===== config.mk =====
export PLATFORM = sky130hd
export DESIGN_NAME = body_obfuscate_and_checksum_top
export DESIGN_NICKNAME = d
export VERILOG_FILES = /design/src/design/boc_pkg.sv /design/src/design/boc_crc_step.sv /design/src/design/body_obfuscate_and_checksum_top.sv
export SDC_FILE = /design/constraint.sdc
export NUM_CORES = 1
export LEC_CHECK = 0
export BUFFER_PORTS_ARGS = -buffer_cell sky130_fd_sc_hd__buf_2
export CAP_MARGIN = 20
export CORE_ASPECT_RATIO = 0.7
export CORE_UTILIZATION = 60
export CTS_CLUSTER_DIAMETER = 80
export DETAILED_ROUTE_END_ITERATION = 8
export HOLD_SLACK_MARGIN = 0.03
export PLACE_DENSITY = 0.79
export SYNTH_ARGS = -nofsm -noshare
export SYNTH_HDL_FRONTEND = slang
export SYNTH_SLANG_ARGS = --single-unit

===== constraint.sdc =====
create_clock -name clk -period 8.3 [get_ports clk]
set_input_delay 2.075 -clock clk [delete_from_list [all_inputs] [get_ports clk]]
set_output_delay 2.075 -clock clk [all_outputs]
set_load 0.1 [all_outputs]

===== src/design/boc_pkg.sv =====
// Shared widths, register indexes and beat type for the body obfuscate/checksum block.
package boc_pkg;

  localparam int BYTE_W = 8;
  localparam int CRC_W  = 32;
  localparam int CFG_W  = 32;
  localparam int IDX_W  = 2;
  localparam int PHASE_W = 8;
  localparam int CRC_BITS_PER_BYTE = 8;

  localparam logic [IDX_W-1:0] REG_POLYNOMIAL   = 2'd0;
  localparam logic [IDX_W-1:0] REG_BYTE_OFFSET  = 2'd1;
  localparam logic [IDX_W-1:0] REG_CYCLE_LENGTH = 2'd2;
  localparam logic [IDX_W-1:0] REG_DECODE_MODE  = 2'd3;

  localparam logic [CRC_W-1:0]   POLY_RESET  = 32'hEDB8_8320;
  localparam logic [BYTE_W-1:0]  OFFSET_RESET = 8'd0;
  localparam logic [PHASE_W-1:0] CYCLE_RESET  = 8'd1;

  // One result beat: fields are declared highest first, so result_byte is the lowest when packed.
  typedef struct packed {
    logic              sum_valid;
    logic [CRC_W-1:0]  checksum;
    logic [BYTE_W-1:0] result_byte;
  } boc_beat_t;

endpackage


===== src/design/boc_crc_step.sv =====
// One byte of the reflected, sign-keeping table CRC, with the table entry built inline.
module boc_crc_step import boc_pkg::*; (
  input  logic [CRC_W-1:0]  acc,
  input  logic [BYTE_W-1:0] plain,
  input  logic [CRC_W-1:0]  poly,
  output logic [CRC_W-1:0]  acc_next
);

  logic [CRC_W-1:0] v [CRC_BITS_PER_BYTE+1];
  logic [CRC_W-1:0] sh [CRC_BITS_PER_BYTE];

  always_comb begin
    v[0] = {{(CRC_W-BYTE_W){1'b0}}, acc[BYTE_W-1:0] ^ plain};
    for (int k = 0; k < CRC_BITS_PER_BYTE; k++) begin
      // arithmetic shift: top bit refills itself
      sh[k] = {v[k][CRC_W-1], v[k][CRC_W-1:1]};
      v[k+1] = v[k][0] ? (sh[k] ^ poly) : sh[k];
    end
    acc_next = {{BYTE_W{1'b0}}, acc[CRC_W-1:BYTE_W]} ^ v[CRC_BITS_PER_BYTE];
  end

endmodule


===== src/design/body_obfuscate_and_checksum_top.sv =====
// Top level of the body obfuscate and checksum block: stream ports, config, state, skid.
//
// Body bytes stream in one beat per cycle while s_tready is high, one result beat each.
// Encode mode adds byte_offset plus the position phase (position modulo cycle_length)
// to the plain byte; decode mode subtracts both to recover it. The plain byte is folded
// into a 32-bit reflected CRC (arithmetic right shift, no final xor, start value zero).
// The beat flagged with tlast carries the checksum and sets tlast on the output; the
// accumulator and phase then clear for the next body. Throughput is one byte per cycle
// while s_tready is high; the eight shift-xor steps run between the input and the
// output register. A two-entry output stage (register plus skid) keeps s_tready
// registered, so input keeps flowing while a result waits. Config writes are taken at
// any time but should only be made between bodies with the output drained.
module body_obfuscate_and_checksum_top import boc_pkg::*; (
  input  logic              clk,
  input  logic              rst,
  // config write port
  input  logic              cfg_we,
  input  logic [IDX_W-1:0]  cfg_index,
  input  logic [CFG_W-1:0]  cfg_data,
  // input stream
  input  logic              s_tvalid,
  output logic              s_tready,
  input  logic [7:0]        s_tdata,   // [7:0] data_byte
  input  logic              s_tlast,   // last_byte
  // output stream
  output logic              m_tvalid,
  input  logic              m_tready,
  output logic [39:0]       m_tdata,   // [7:0] result_byte, [39:8] checksum
  output logic              m_tlast    // sum_valid
);

  // config registers
  logic [CRC_W-1:0]   polynomial;
  logic [BYTE_W-1:0]  byte_offset;
  logic [PHASE_W-1:0] cycle_length;
  logic               decode_mode;

  // running state
  logic [CRC_W-1:0]   accumulator;
  logic [PHASE_W-1:0] position_phase;

  // output stage
  boc_beat_t out_beat, skid_beat, new_beat;
  logic      out_valid, skid_valid;

  logic [BYTE_W-1:0]  plain;
  logic [BYTE_W-1:0]  result_byte;
  logic [CRC_W-1:0]   accumulator_next;
  logic [PHASE_W:0]   phase_inc;
  logic [PHASE_W-1:0] position_phase_next;
  logic               accept;
  logic               out_free;

  always_ff @(posedge clk) begin
    if (rst) begin
      polynomial   <= POLY_RESET;
      byte_offset  <= OFFSET_RESET;
      cycle_length <= CYCLE_RESET;
      decode_mode  <= 1'b0;
    end else if (cfg_we) begin
      case (cfg_index)
        REG_POLYNOMIAL:   polynomial   <= cfg_data;
        REG_BYTE_OFFSET:  byte_offset  <= cfg_data[BYTE_W-1:0];
        REG_CYCLE_LENGTH: cycle_length <= cfg_data[PHASE_W-1:0];
        REG_DECODE_MODE:  decode_mode  <= cfg_data[0];
        default: ;
      endcase
    end
  end

  // byte transform; the CRC always sees the plain byte
  always_comb begin
    if (decode_mode) begin
      plain       = s_tdata - byte_offset - position_phase;
      result_byte = plain;
    end else begin
      plain       = s_tdata;
      result_byte = s_tdata + byte_offset + position_phase;
    end
  end

  boc_crc_step u_crc (
    .acc      (accumulator),
    .plain    (plain),
    .poly     (polynomial),
    .acc_next (accumulator_next)
  );

  // phase wraps when it reaches cycle_length; a zero length keeps it at zero
  always_comb begin
    phase_inc = {1'b0, position_phase} + {{PHASE_W{1'b0}}, 1'b1};
    if (phase_inc >= {1'b0, cycle_length}) begin
      position_phase_next = '0;
    end else begin
      position_phase_next = phase_inc[PHASE_W-1:0];
    end
  end

  always_comb begin
    new_beat.result_byte = result_byte;
    new_beat.sum_valid   = s_tlast;
    new_beat.checksum    = s_tlast ? accumulator_next : '0;
  end

  assign s_tready = !skid_valid;
  assign accept   = s_tvalid && s_tready;
  assign out_free = !out_valid || m_tready;

  always_ff @(posedge clk) begin
    if (rst) begin
      accumulator    <= '0;
      position_phase <= '0;
    end else if (accept) begin
      if (s_tlast) begin
        accumulator    <= '0;
        position_phase <= '0;
      end else begin
        accumulator    <= accumulator_next;
        position_phase <= position_phase_next;
      end
    end
  end

  // output register with skid; skid only fills while the output is held
  always_ff @(posedge clk) begin
    if (rst) begin
      out_valid  <= 1'b0;
      skid_valid <= 1'b0;
    end else if (out_free) begin
      out_valid  <= skid_valid || accept;
      skid_valid <= 1'b0;
    end else if (accept) begin
      skid_valid <= 1'b1;
    end
  end

  always_ff @(posedge clk) begin
    if (out_free) begin
      out_beat <= skid_valid ? skid_beat : new_beat;
    end else if (accept) begin
      skid_beat <= new_beat;
    end
  end

  assign m_tvalid = out_valid;
  assign m_tdata  = {out_beat.checksum, out_beat.result_byte};
  assign m_tlast  = out_beat.sum_valid;

endmodule


==> results.yml, run 1 <==
run_status:
  status: "finished clean"
drt:
  dr.pass1.iters: 5
  dr.first_iter.drc_count: 1684
  drtAntennaViolNets: 0
  routedWlPerCell_um: 20.18
  vias: 12420
  vias_per_cell: 6.275
  drc: 0
  wirelength_um: 39930
floorplanning:
  fp.dieW_um: 183.6
  die_h_um: 129.1
  floorplan.initialDensity_pct: 61.21
  pin_count: 91
  core_area_sq_um: 22620
  dieArea_sq_um: 23700
  rows: 46
final_layout:
  areaGrowthSynthToFinish_pct: 8.396
  drive_gt1_share_pct: 14.40
  antennaDiodeCount: 0
  fin_nets: 1741
  n_fill_cell: 1878
  multi_input_area_sq_um: 8828
  fin_util_pct: 66.35
  regArea_sq_um: 4285
  fin_cells: 1979
critical_path:
  timing.rr.end: "m_tdata[31]"
  cp.buffers_inverters: 5
  cpMaxStageDelayCell: "fa_1"
  path_delay_family: "compound AO/OA/AOI/OAI gates"
  cp_max_fo: 25
  reg2regPathDepth: 20
  required_ns: 8.49
  start_kind: "input pin"
  critPathMostFrequentCell: "a21oi_1"
  worstPathCellList: "buf_2 > inv_1 > fa_1 > inv_1 > ha_1 > xor2_1 > a21oi_1 > a311oi_1 > nand3_2 > a21oi_1 > o211a_1 > o21a_1 > o21ai_2 > xnor2_4 > buf_4 > buf_4 > nor4_1 > a311oi_1 > a21oi_1 > a211oi_2 > o31ai_1"
  r2r-start: "position_phase[0]"
  worstPathArrival_ns: 7.87
  cpPeakStageDelay_ns: 0.60
  path_class: "in2reg"
  startpoint: "s_tdata[0]"
  r2r_slack_ns: 1.82
  cp-end-kind: "flip-flop"
  cp-endpoint: "m_tdata[31]"
  worst-path-stages: 21
placement:
  place_inst: 1947
  io_buffers: 90
  place_ws_ns: 0.3399
  dp_hpwl_um: 28100
  routabilityCongestion: 0.9644
yosys:
  synth-seq-cells: 173
  syn-cell-area_sq_um: 13840
  async_reset_ff_share_pct: 0
  synth_cell_types: 91
  syn-num-nets: 1730
  yosys-top-cells-area: "edfxtp_1 (18%), dfxtp_1 (13%), nand2_1 (8.7%)"
  synth_top_area_share_pct: 17.79
  synthCells: 1643
  synthFlopType: "dfxtp_1"
  synth_edf_count: 82
  ys_seq_area_share_pct: 30.94
  synth_top_cell_by_area: "edfxtp_1"
  syn_area_per_cell_sq_um: 8.426
  ys_warn_count: 0
pwr:
  leakagePower_uw: 0.005891
  cellPowerDensity_nw_per_um2: 340.1
  p_total_uw: 5104
  vdd_drop_max_uv: 316.6
run:
  maxCapViolCount: 0
sta:
  finalSetupTns_ns: 0
  worst_slack_ns: 0.6170
  hold_viol_final: 0
  fin_crit_ns: 7.683
  rsz0062_at_grt: "false"
  worstMarginPinSlew_ns: 1.067
  period_share_pct: 92.57
  drv_slew: 0
  relSlewSlack_pct: 28.43
  clock.fmax_mhz: 130.2
  setup_viol: 0
  fin_worst_skew_ns: 0.01471
cts:
  cts_max_level: 4
  post_cts_resized: 0
  worst_skew_pair.late_latency_ns: 0.45
  cts.sinks: 173
  post_cts_buffers: 0
  cts_hold_buf: 0
  cts-root-buf: "clkbuf_16"
  path_clk_slew_ns: 0.07
  numCtsBuffers: 17
  ctsLongestPathBuffers: 2
  cts_tree: "done"
global_routing:
  grt_overflow_total: 0
  antenna_found_initial: 0
  grtUsageTotal_pct: 34.14
  grt_first_pass_wirelength_um: 61910
  grt_pass1_vias: 10880
  grt_start_max_net_pins: 95
hold_path:
  hp-start: "cycle_length[1]"
  hold_class: "reg2reg"
## placed cells by master (no fill, tap or decap), drive strengths merged, types with 15 or more instances in the layout
cell type  count
mux2i         19
ha            24
nand4         16
o21ai         23
and2          36
o211a         28
o31ai         48
fa            15
xor2          60
nand2        322
nor3          66
xnor2        117
edfxtp        82
o211ai        50
nor2          86
inv           53
clkbuf        20
a211oi        30
dfxtp         91
nand3         45
o221a         20
buf          126
a21oi         75
and3          28
## sequential cells by signal, summed over array words and instances, names as in the netlist
signal and count:
accumulator 32, byte_offset 8, cycle_length 8, decode_mode 1
m_tdata 40, m_tlast 1, m_tvalid 1, polynomial 32
position_phase 8, skid_beat 41, skid_valid 1
## power by group
group	total (uW)	internal, uW	switching [uW]
Combinational	3090	989	2100
Clock	820	455	365
Sequential	1200	1100	99.4
Total	5100	2540	2560
## cell type report
| class | count | area share [%] |
|---|---|---|
| multi-input cells | 1287 | 58.83 |
| flip-flops and latches | 173 | 28.56 |
| repair buffers | 126 | 4.802 |
| clock buffers | 20 | 3.193 |
| well taps | 312 | 2.601 |
| inverters | 49 | 1.226 |
| clock inverters | 12 | 0.7921 |
## per-layer routing
layer  share of wire, %  global-route usage [%]  vias to the layer above
li1                   -                       -                     5881
met1                 46                   53.25                     5784
met2                 38                   44.25                      715
met3                 15                   10.76                       38
met4                1.2                   8.627                        0
met5                  0                       0                        -
## worst min path at each step
stage	endpoint	slack, ns	cells past startpoint
3_3_place_gp	cycle_length[2]	0.44	2
2_1_floorplan	cycle_length[1]	0.44	2
3_5_place_dp	cycle_length[4]	0.45	2
4_1_cts	cycle_length[4]	0.46	2
5_1_grt	cycle_length[1]	0.48	2
6_report	cycle_length[1]	0.46	2
## cell families after synthesis
family	Yosys count	synth area share [%]
adders and majority gates	39	4.338
AOI/OAI and AO/OA	368	21.12
buffers and inverters	183	5.531
muxes	28	2.133
and+or+nand+nor	665	22.58
DFF	173	30.94
xor gates and xnor gates	187	13.35
## tightest hold or removal path, cell delays in order (launching register included)
cell and delay [ns]:
dfxtp_1 0.31, nand2_1 0.05, a21oi_1 0.05
## through the flow
step | hold slack [ns] | instance area, sq um
global placement | 0.4422 | 14410
global route | 0.4774 | 15010
CTS | 0.4615 | 15010
floorplan | 0.4363 | 13840
finish | 0.4602 | 15010
detailed placement | 0.4523 | 14410
## cells in the mapped netlist (all sizes together) (4+ instances only)
master / instances
a2111oi: 5
a211o: 10
a211oi: 30
a21o: 12
a21oi: 75
a22o: 13
a22oi: 9
a311o: 5
a31oi: 4
and2: 36
and3: 28
and4: 5
buf: 34
clkbuf: 100
dfxtp: 91
edfxtp: 82
fa: 15
ha: 24
inv: 47
mux2: 9
mux2i: 19
nand2: 322
nand2b: 10
nand3: 45
nand3b: 12
nand4: 16
nor2: 86
nor2b: 10
nor3: 66
nor4: 7
o211a: 28
o211ai: 50
o21ai: 23
o221a: 20
o22ai: 5
o311a: 5
o31ai: 48
or3: 6
or4: 5
xnor2: 117
xnor3: 8
xor2: 60
Note: power is estimated with default switching activity, not from simulation.
==> run 2, diff against run 1 <==
--- a/config.mk
+++ b/config.mk
@@ -5,7 +5,7 @@
 export SDC_FILE = /design/constraint.sdc
 export NUM_CORES = 1
 export LEC_CHECK = 0
-export BUFFER_PORTS_ARGS = -buffer_cell sky130_fd_sc_hd__buf_2
+export BUFFER_PORTS_ARGS = -buffer_cell sky130_fd_sc_hd__clkbuf_2
 export CAP_MARGIN = 20
 export CORE_ASPECT_RATIO = 0.7
 export CORE_UTILIZATION = 60
==> run 2 against run 1 <==
Against the previous run:
- via count rose by 1.3%
- combinational power down 1%
- die area stayed put
- worst hold slack worse by 0.0026 ns
- critical endpoint unchanged
==> results.yml, run 2 (same netlist as run 1, synthesis figures left out) <==
critical_path:
  cpMaxStageDelayCell: "fa_1"
  critPathMostFrequentCell: "inv_1"
  startpoint: "s_tdata[0]"
  required_ns: 8.46
  worstPathCellList: "clkbuf_2 > inv_1 > fa_1 > inv_1 > ha_1 > xnor2_2 > mux2_4 > o21ai_1 > nand3_1 > a21oi_2 > xor3_2 > o2111ai_1 > o21ai_2 > xnor2_4 > buf_4 > nor4_1 > a311oi_1 > a21oi_1 > o211a_1 > o31ai_1"
  r2r-start: "position_phase[0]"
  r2r_slack_ns: 1.80
  start_kind: "input pin"
  timing.rr.end: "m_tdata[31]"
  reg2regPathDepth: 19
  worstPathArrival_ns: 7.87
  cp.buffers_inverters: 4
  cp-end-kind: "flip-flop"
  path_class: "in2reg"
  cpPeakStageDelay_ns: 0.60
  path_delay_family: "compound AO/OA/AOI/OAI gates"
  cp_max_fo: 22
final_layout:
  largest_reg_flops: 41
  fin_nets: 1734
  fin_util_pct: 66.25
  drive_gt1_share_pct: 14.10
  final_common_cell: "nand2_1"
  layout_common_cells: "nand2_1 (320), xnor2_1 (111), dfxtp_1 (90), clkbuf_2 (90)"
  areaGrowthSynthToFinish_pct: 8.233
  design_area_sq_um: 14980
  regArea_sq_um: 4285
  antennaDiodeCount: 0
  regMostFlops: "skid_beat"
  n_fill_cell: 1898
  multi_input_area_sq_um: 8828
sta:
  hold_viol_final: 0
  clock.fmax_mhz: 129.7
  period_share_pct: 92.88
  rsz0062_at_grt: "false"
  fin_crit_ns: 7.709
  hold_slack_ns: 0.4575
  relSlewSlack_pct: 29.02
  setup_viol: 0
  drv_slew: 0
  finalSetupTns_ns: 0
  fin_worst_skew_ns: 0.01518
  worstMarginPinSlew_ns: 1.058
global_routing:
  grt_first_pass_wirelength_um: 61640
  grt_start_max_net_pins: 68
  grtUsageTotal_pct: 33.94
  grt_overflow_total: 0
  grt_pass1_vias: 10840
  antenna_found_initial: 1
cts:
  cts.sinks: 173
  cts_max_level: 4
  ctsLongestPathBuffers: 2
  cts-root-buf: "clkbuf_16"
  worst_skew_pair.late_latency_ns: 0.45
  cts_hold_buf: 0
  cts_tree: "done"
  post_cts_resized: 0
  post_cts_buffers: 0
  path_clk_slew_ns: 0.07
  numCtsBuffers: 17
drt:
  dr.pass1.iters: 6
  wirelength_um: 39680
  drtAntennaViolNets: 0
  vias_per_cell: 6.377
  drc: 0
  routedWlPerCell_um: 20.12
  dr.first_iter.drc_count: 1864
  vias: 12580
floorplanning:
  dieArea_sq_um: 23700
  die_h_um: 129.1
  pin_count: 91
  floorplan.initialDensity_pct: 61.21
  core_area_sq_um: 22620
  fp.dieW_um: 183.6
  rows: 46
pwr:
  vdd_drop_max_uv: 283.4
  leakagePower_uw: 0.005882
  cellPowerDensity_nw_per_um2: 342.1
  p_total_uw: 5127
hold_path:
  whs_path_depth: 2
  hp-start: "cycle_length[6]"
  min_to: "cycle_length[6]"
  hold_class: "reg2reg"
placement:
  io_buffers: 90
  placed_area_sq_um: 14360
  dp_hpwl_um: 27750
  routabilityCongestion: 0.9657
run:
  maxCapViolCount: 0
run_status:
  status: "finished clean"
==> run 2: changes by cell type in the layout (fill, tap and decap cells not counted), moves of 2 or more <==
| cell | before | now |
|---|---|---|
| buf_4 | 36 | 29 |
| buf_2 | 90 | 0 |
| bufinv_16 | 1 | 3 |
| inv_8 | 1 | 3 |
| clkbuf_16 | 19 | 17 |
| clkbuf_2 | 0 | 90 |
| clkinvlp_4 | 2 | 0 |
==> run 2: layout make-up <==
| cell class | instances | area share, % |
|---|---|---|
| clock inverter | 15 | 1.353 |
| inverter | 49 | 1.227 |
| tap | 312 | 2.605 |
| clock buffer | 17 | 2.839 |
| sequential | 173 | 28.60 |
| timing repair buffer | 119 | 4.459 |
| multi-input combinational | 1287 | 58.92 |
==> run 2: worst max path at each step <==
stage                  end  slack, ns  depth (start not counted)
3_5_place_dp   m_tdata[22]       0.35                         21
3_3_place_gp   m_tdata[18]       0.51                         20
6_report       m_tdata[31]       0.59                         20
4_1_cts        m_tdata[22]       0.82                         21
5_1_grt         m_tdata[9]       0.41                         19
2_1_floorplan   m_tdata[9]       1.17                         20
==> run 2: worst reg2reg max path, stage by stage, from the launching register on <==
cell and delay (ns):
dfxtp_1 0.53, inv_1 0.23, fa_1 0.58, inv_1 0.07, ha_1 0.33, xnor2_2 0.29, mux2_4 0.38, o21ai_1 0.26
nand3_1 0.14, a21oi_2 0.21, xor3_2 0.49, o2111ai_1 0.22, o21ai_2 0.20, xnor2_4 0.51, buf_4 0.37, nor4_1 0.08
a311oi_1 0.35, a21oi_1 0.15, o211a_1 0.28, o31ai_1 0.55
==> run 2: where the power goes <==
group / internal [uW] / switching [uW]
clock network: 486 / 376
logic: 977 / 2080
registers: 1100 / 113
total: 2560 / 2570
==> run 2: stage by stage <==
stage                     instances  worst slack [ns]
final                          1972            0.5908
after global routing           1972            0.4113
after CTS                      1972            0.8178
after detailed placement       1940            0.3532
after global placement         1940            0.5054
after floorplan                1643             1.169
==> run 2: layer usage <==
metal	routed length, um	track usage, %	share of wire, %
met2	15560	44.72	39
met3	5338	9.696	13
met4	326	6.471	0.82
met5	45	1.400	0.11
met1	18410	53.64	46
==> run 3, diff against run 2 <==
--- a/config.mk
+++ b/config.mk
@@ -5,14 +5,16 @@
 export SDC_FILE = /design/constraint.sdc
 export NUM_CORES = 1
 export LEC_CHECK = 0
-export BUFFER_PORTS_ARGS = -buffer_cell sky130_fd_sc_hd__clkbuf_2
+export ABC_AREA = 1
 export CAP_MARGIN = 20
 export CORE_ASPECT_RATIO = 0.7
 export CORE_UTILIZATION = 60
 export CTS_CLUSTER_DIAMETER = 80
 export DETAILED_ROUTE_END_ITERATION = 8
+export DONT_BUFFER_PORTS = 1
 export HOLD_SLACK_MARGIN = 0.03
-export PLACE_DENSITY = 0.79
+export PLACE_DENSITY = 0.76
 export SYNTH_ARGS = -nofsm -noshare
 export SYNTH_HDL_FRONTEND = slang
+export SYNTH_HIERARCHICAL = 1
 export SYNTH_SLANG_ARGS = --single-unit
==> run 3 against run 2 <==
Against the previous run:
- sequential power grew 44%
- cell count grew 18%
- via count grew 5.0%
- sequential cell count is the same
- global-route usage shrank 0.31 points
- synthesized cell count grew 28%
- die area shrank 3.0%
- critical path depth grew 13
- non-clock buffer count shrank 104
- register-to-register slack lost 0.08 ns
- critical endpoint is now m_tdata[26]
- largest power group unchanged
- highest routed layer is now met4
==> results.yml, run 3 <==
cts:
  cts_max_level: 4
  cts-root-buf: "clkbuf_16"
  cts_tree: "done"
  ctsLongestPathBuffers: 2
  post_cts_buffers: 0
  cts.sinks: 173
  post_cts_resized: 0
  path_clk_slew_ns: 0.07
  worst_skew_pair.late_latency_ns: 0.44
  numCtsBuffers: 17
  cts_hold_buf: 0
hold_path:
  whs_path_depth: 2
  hold_class: "reg2reg"
  min_to: "cycle_length[6]"
  hp-start: "cycle_length[6]"
yosys:
  synthAdderAreaFrac_pct: 4.476
  synth_edf_count: 82
  synthFlopType: "dfxtp_1"
  synth_compound_area_share_pct: 7.925
  synthMuxAreaShare_pct: 0
  ys_seq_area_share_pct: 31.93
  yosysMostFrequentCell: "nand2_1"
  synth_top_cell_by_area: "nand2_1"
  synth_top_family_by_area: "simple AND/OR/NAND/NOR gates"
  synth_commonest_cells: "nand2_1 (764), inv_1 (260), nor2_1 (185)"
  async_reset_ff_share_pct: 0
  yosys-top-cells-area: "nand2_1 (21%), edfxtp_1 (18%), dfxtp_1 (14%)"
  synthSimpleGateAreaFrac_pct: 38.93
  syn_area_per_cell_sq_um: 6.381
  syn-num-nets: 2190
  syn-cell-area_sq_um: 13420
  synth-seq-cells: 173
  synthCells: 2103
  ys_warn_count: 6
  synth_top_area_share_pct: 21.37
  synth_cell_types: 37
  synth-xor-area-share_pct: 5.287
sta:
  fin_crit_ns: 7.591
  drv_slew: 0
  clock.fmax_mhz: 131.7
  relSlewSlack_pct: 33.04
  worstMarginPinSlew_ns: 1.001
  finalSetupTns_ns: 0
  hold_viol_final: 0
  period_share_pct: 91.46
  rsz0062_at_grt: "false"
  setup_viol: 0
  fin_worst_skew_ns: 0.01419
final_layout:
  n_fill_cell: 1983
  regMostFlops: "skid_beat"
  areaGrowthSynthToFinish_pct: 3.608
  fin_util_pct: 63.81
  largest_reg_flops: 41
  multi_input_area_sq_um: 7611
  final_common_cell: "nand2_1"
  drive_gt1_share_pct: 4.848
  layout_common_cells: "nand2_1 (764), inv_1 (259), nor2_1 (184)"
  regArea_sq_um: 4285
  fin_nets: 2116
critical_path:
  cpPeakStageDelay_ns: 0.58
  cpMaxStageDelayCell: "fa_1"
  required_ns: 8.57
  r2r_slack_ns: 1.72
  worstPathArrival_ns: 7.86
  cp-end-kind: "flip-flop"
  path_class: "in2reg"
  start_kind: "input pin"
  reg2regPathDepth: 33
  cp_max_fo: 36
  r2r-start: "position_phase[0]"
  timing.rr.end: "m_tdata[26]"
  critPathMostFrequentCell: "nand2_1"
  startpoint: "s_tdata[0]"
pwr:
  clock_power_share_pct: 16.7
  p_sw_share_pct: 53.33
  seq_power_share_pct: 38.4
  leakagePower_uw: 0.007007
  intPower_uw: 2113
  cellPowerDensity_nw_per_um2: 325.6
  vdd_drop_max_uv: 190.7
  p_sw_uw: 2414
  combPwrFrac_pct: 45.0
global_routing:
  grt_pass1_vias: 11320
  grt_first_pass_wirelength_um: 60540
  antenna_found_initial: 0
  grt_overflow_total: 0
  grtUsageTotal_pct: 33.63
  grt_start_max_net_pins: 72
placement:
  io_buffers: 0
  routabilityCongestion: 0.9786
  dp_hpwl_um: 27930
drt:
  vias: 13210
  wirelength_um: 38060
  drtAntennaViolNets: 0
  drc: 0
  vias_per_cell: 5.682
  dr.pass1.iters: 6
  routedWlPerCell_um: 16.37
  dr.first_iter.drc_count: 1665
floorplanning:
  die_h_um: 127.1
  fp.dieW_um: 180.7
  rows: 45
  core_area_sq_um: 21790
  floorplan.initialDensity_pct: 61.58
  pin_count: 91
  dieArea_sq_um: 22980
run_status:
  status: "finished clean"
run:
  maxCapViolCount: 0
-- run 3: cell count changes after synthesis, moves of 45 or more --
cell      delta
clkbuf_1    -45
nand2_1    +443
o211ai_1    -50
xnor2_1     -67
nor2_1     +102
nor3_1      -64
nand3_1    +134
inv_1      +214
o21ai_0     +89
-- run 3: power groups by stage --
stage               Sequential, uW  Clock, uW  Combinational (uW)
floorplan                     1700          0                1600
global placement              1750          0                1900
detailed placement            1750          0                1960
CTS                           1730        768                1970
global route                  1750        804                2280
finish                        1740        755                2040
-- run 3: logic make-up (layout without fill, tap and decap cells) --
group | count (synthesis) | in the layout
xor+xnor | 81 | 81
fa+ha+maj | 39 | 39
simple gates | 1232 | 1232
other cells | 0 | 1
buf+inv | 375 | 314
compound gates | 203 | 203
flops | 173 | 173
-- run 3: per-stage QoR --
| stage | power, uW | worst slack (ns) | hold slack [ns] | area [sq um] | cells |
|---|---|---|---|---|---|
| CTS | 4468 | 0.8645 | 0.4666 | 13900 | 2324 |
| global placement | 3649 | 0.7081 | 0.4419 | 13360 | 2292 |
| floorplan | 3292 | 2.377 | 0.4235 | 13420 | 2103 |
| finish | 4527 | 0.7089 | 0.4616 | 13900 | 2325 |
| global route | 4834 | 0.1403 | 0.4884 | 13900 | 2324 |
| detailed placement | 3710 | 0.4534 | 0.4534 | 13360 | 2292 |
-- run 3: worst max-delay path: cells and delay by family --
| kind | cells | cell delay (ns) |
|---|---|---|
| compound gates | 3 | 0.64 |
| fa+ha+maj | 2 | 0.86 |
| buf+inv | 6 | 0.60 |
| simple gates | 22 | 3.63 |
-- run 3: cell type report --
| type | instances | share of cell area, % |
|---|---|---|
| inverters | 267 | 7.208 |
| diodes | 1 | 0.01800 |
| well taps | 282 | 2.538 |
| multi-input cells | 1555 | 54.74 |
| flip-flops and latches | 173 | 30.82 |
| clock inverters | 13 | 0.7469 |
| clock buffers | 19 | 3.114 |
| repair buffers | 15 | 0.8099 |
-- run 3: per-layer routing --
layer,vias to the layer above,share of wire (%),track usage (%)
met4,0,0.81,6.335
met5,-,0,0
li1,6425,-,-
met1,6028,48,53.11
met3,35,13,9.806
met2,722,38,44.27
-- run 3: how the worst max path moves through the flow --
stage          slack, ns           to
6_report            0.71  m_tdata[26]
3_3_place_gp        0.71  m_tdata[35]
4_1_cts             0.86  m_tdata[21]
5_1_grt             0.14  m_tdata[22]
2_1_floorplan       2.38  m_tdata[26]
3_5_place_dp        0.45  m_tdata[21]
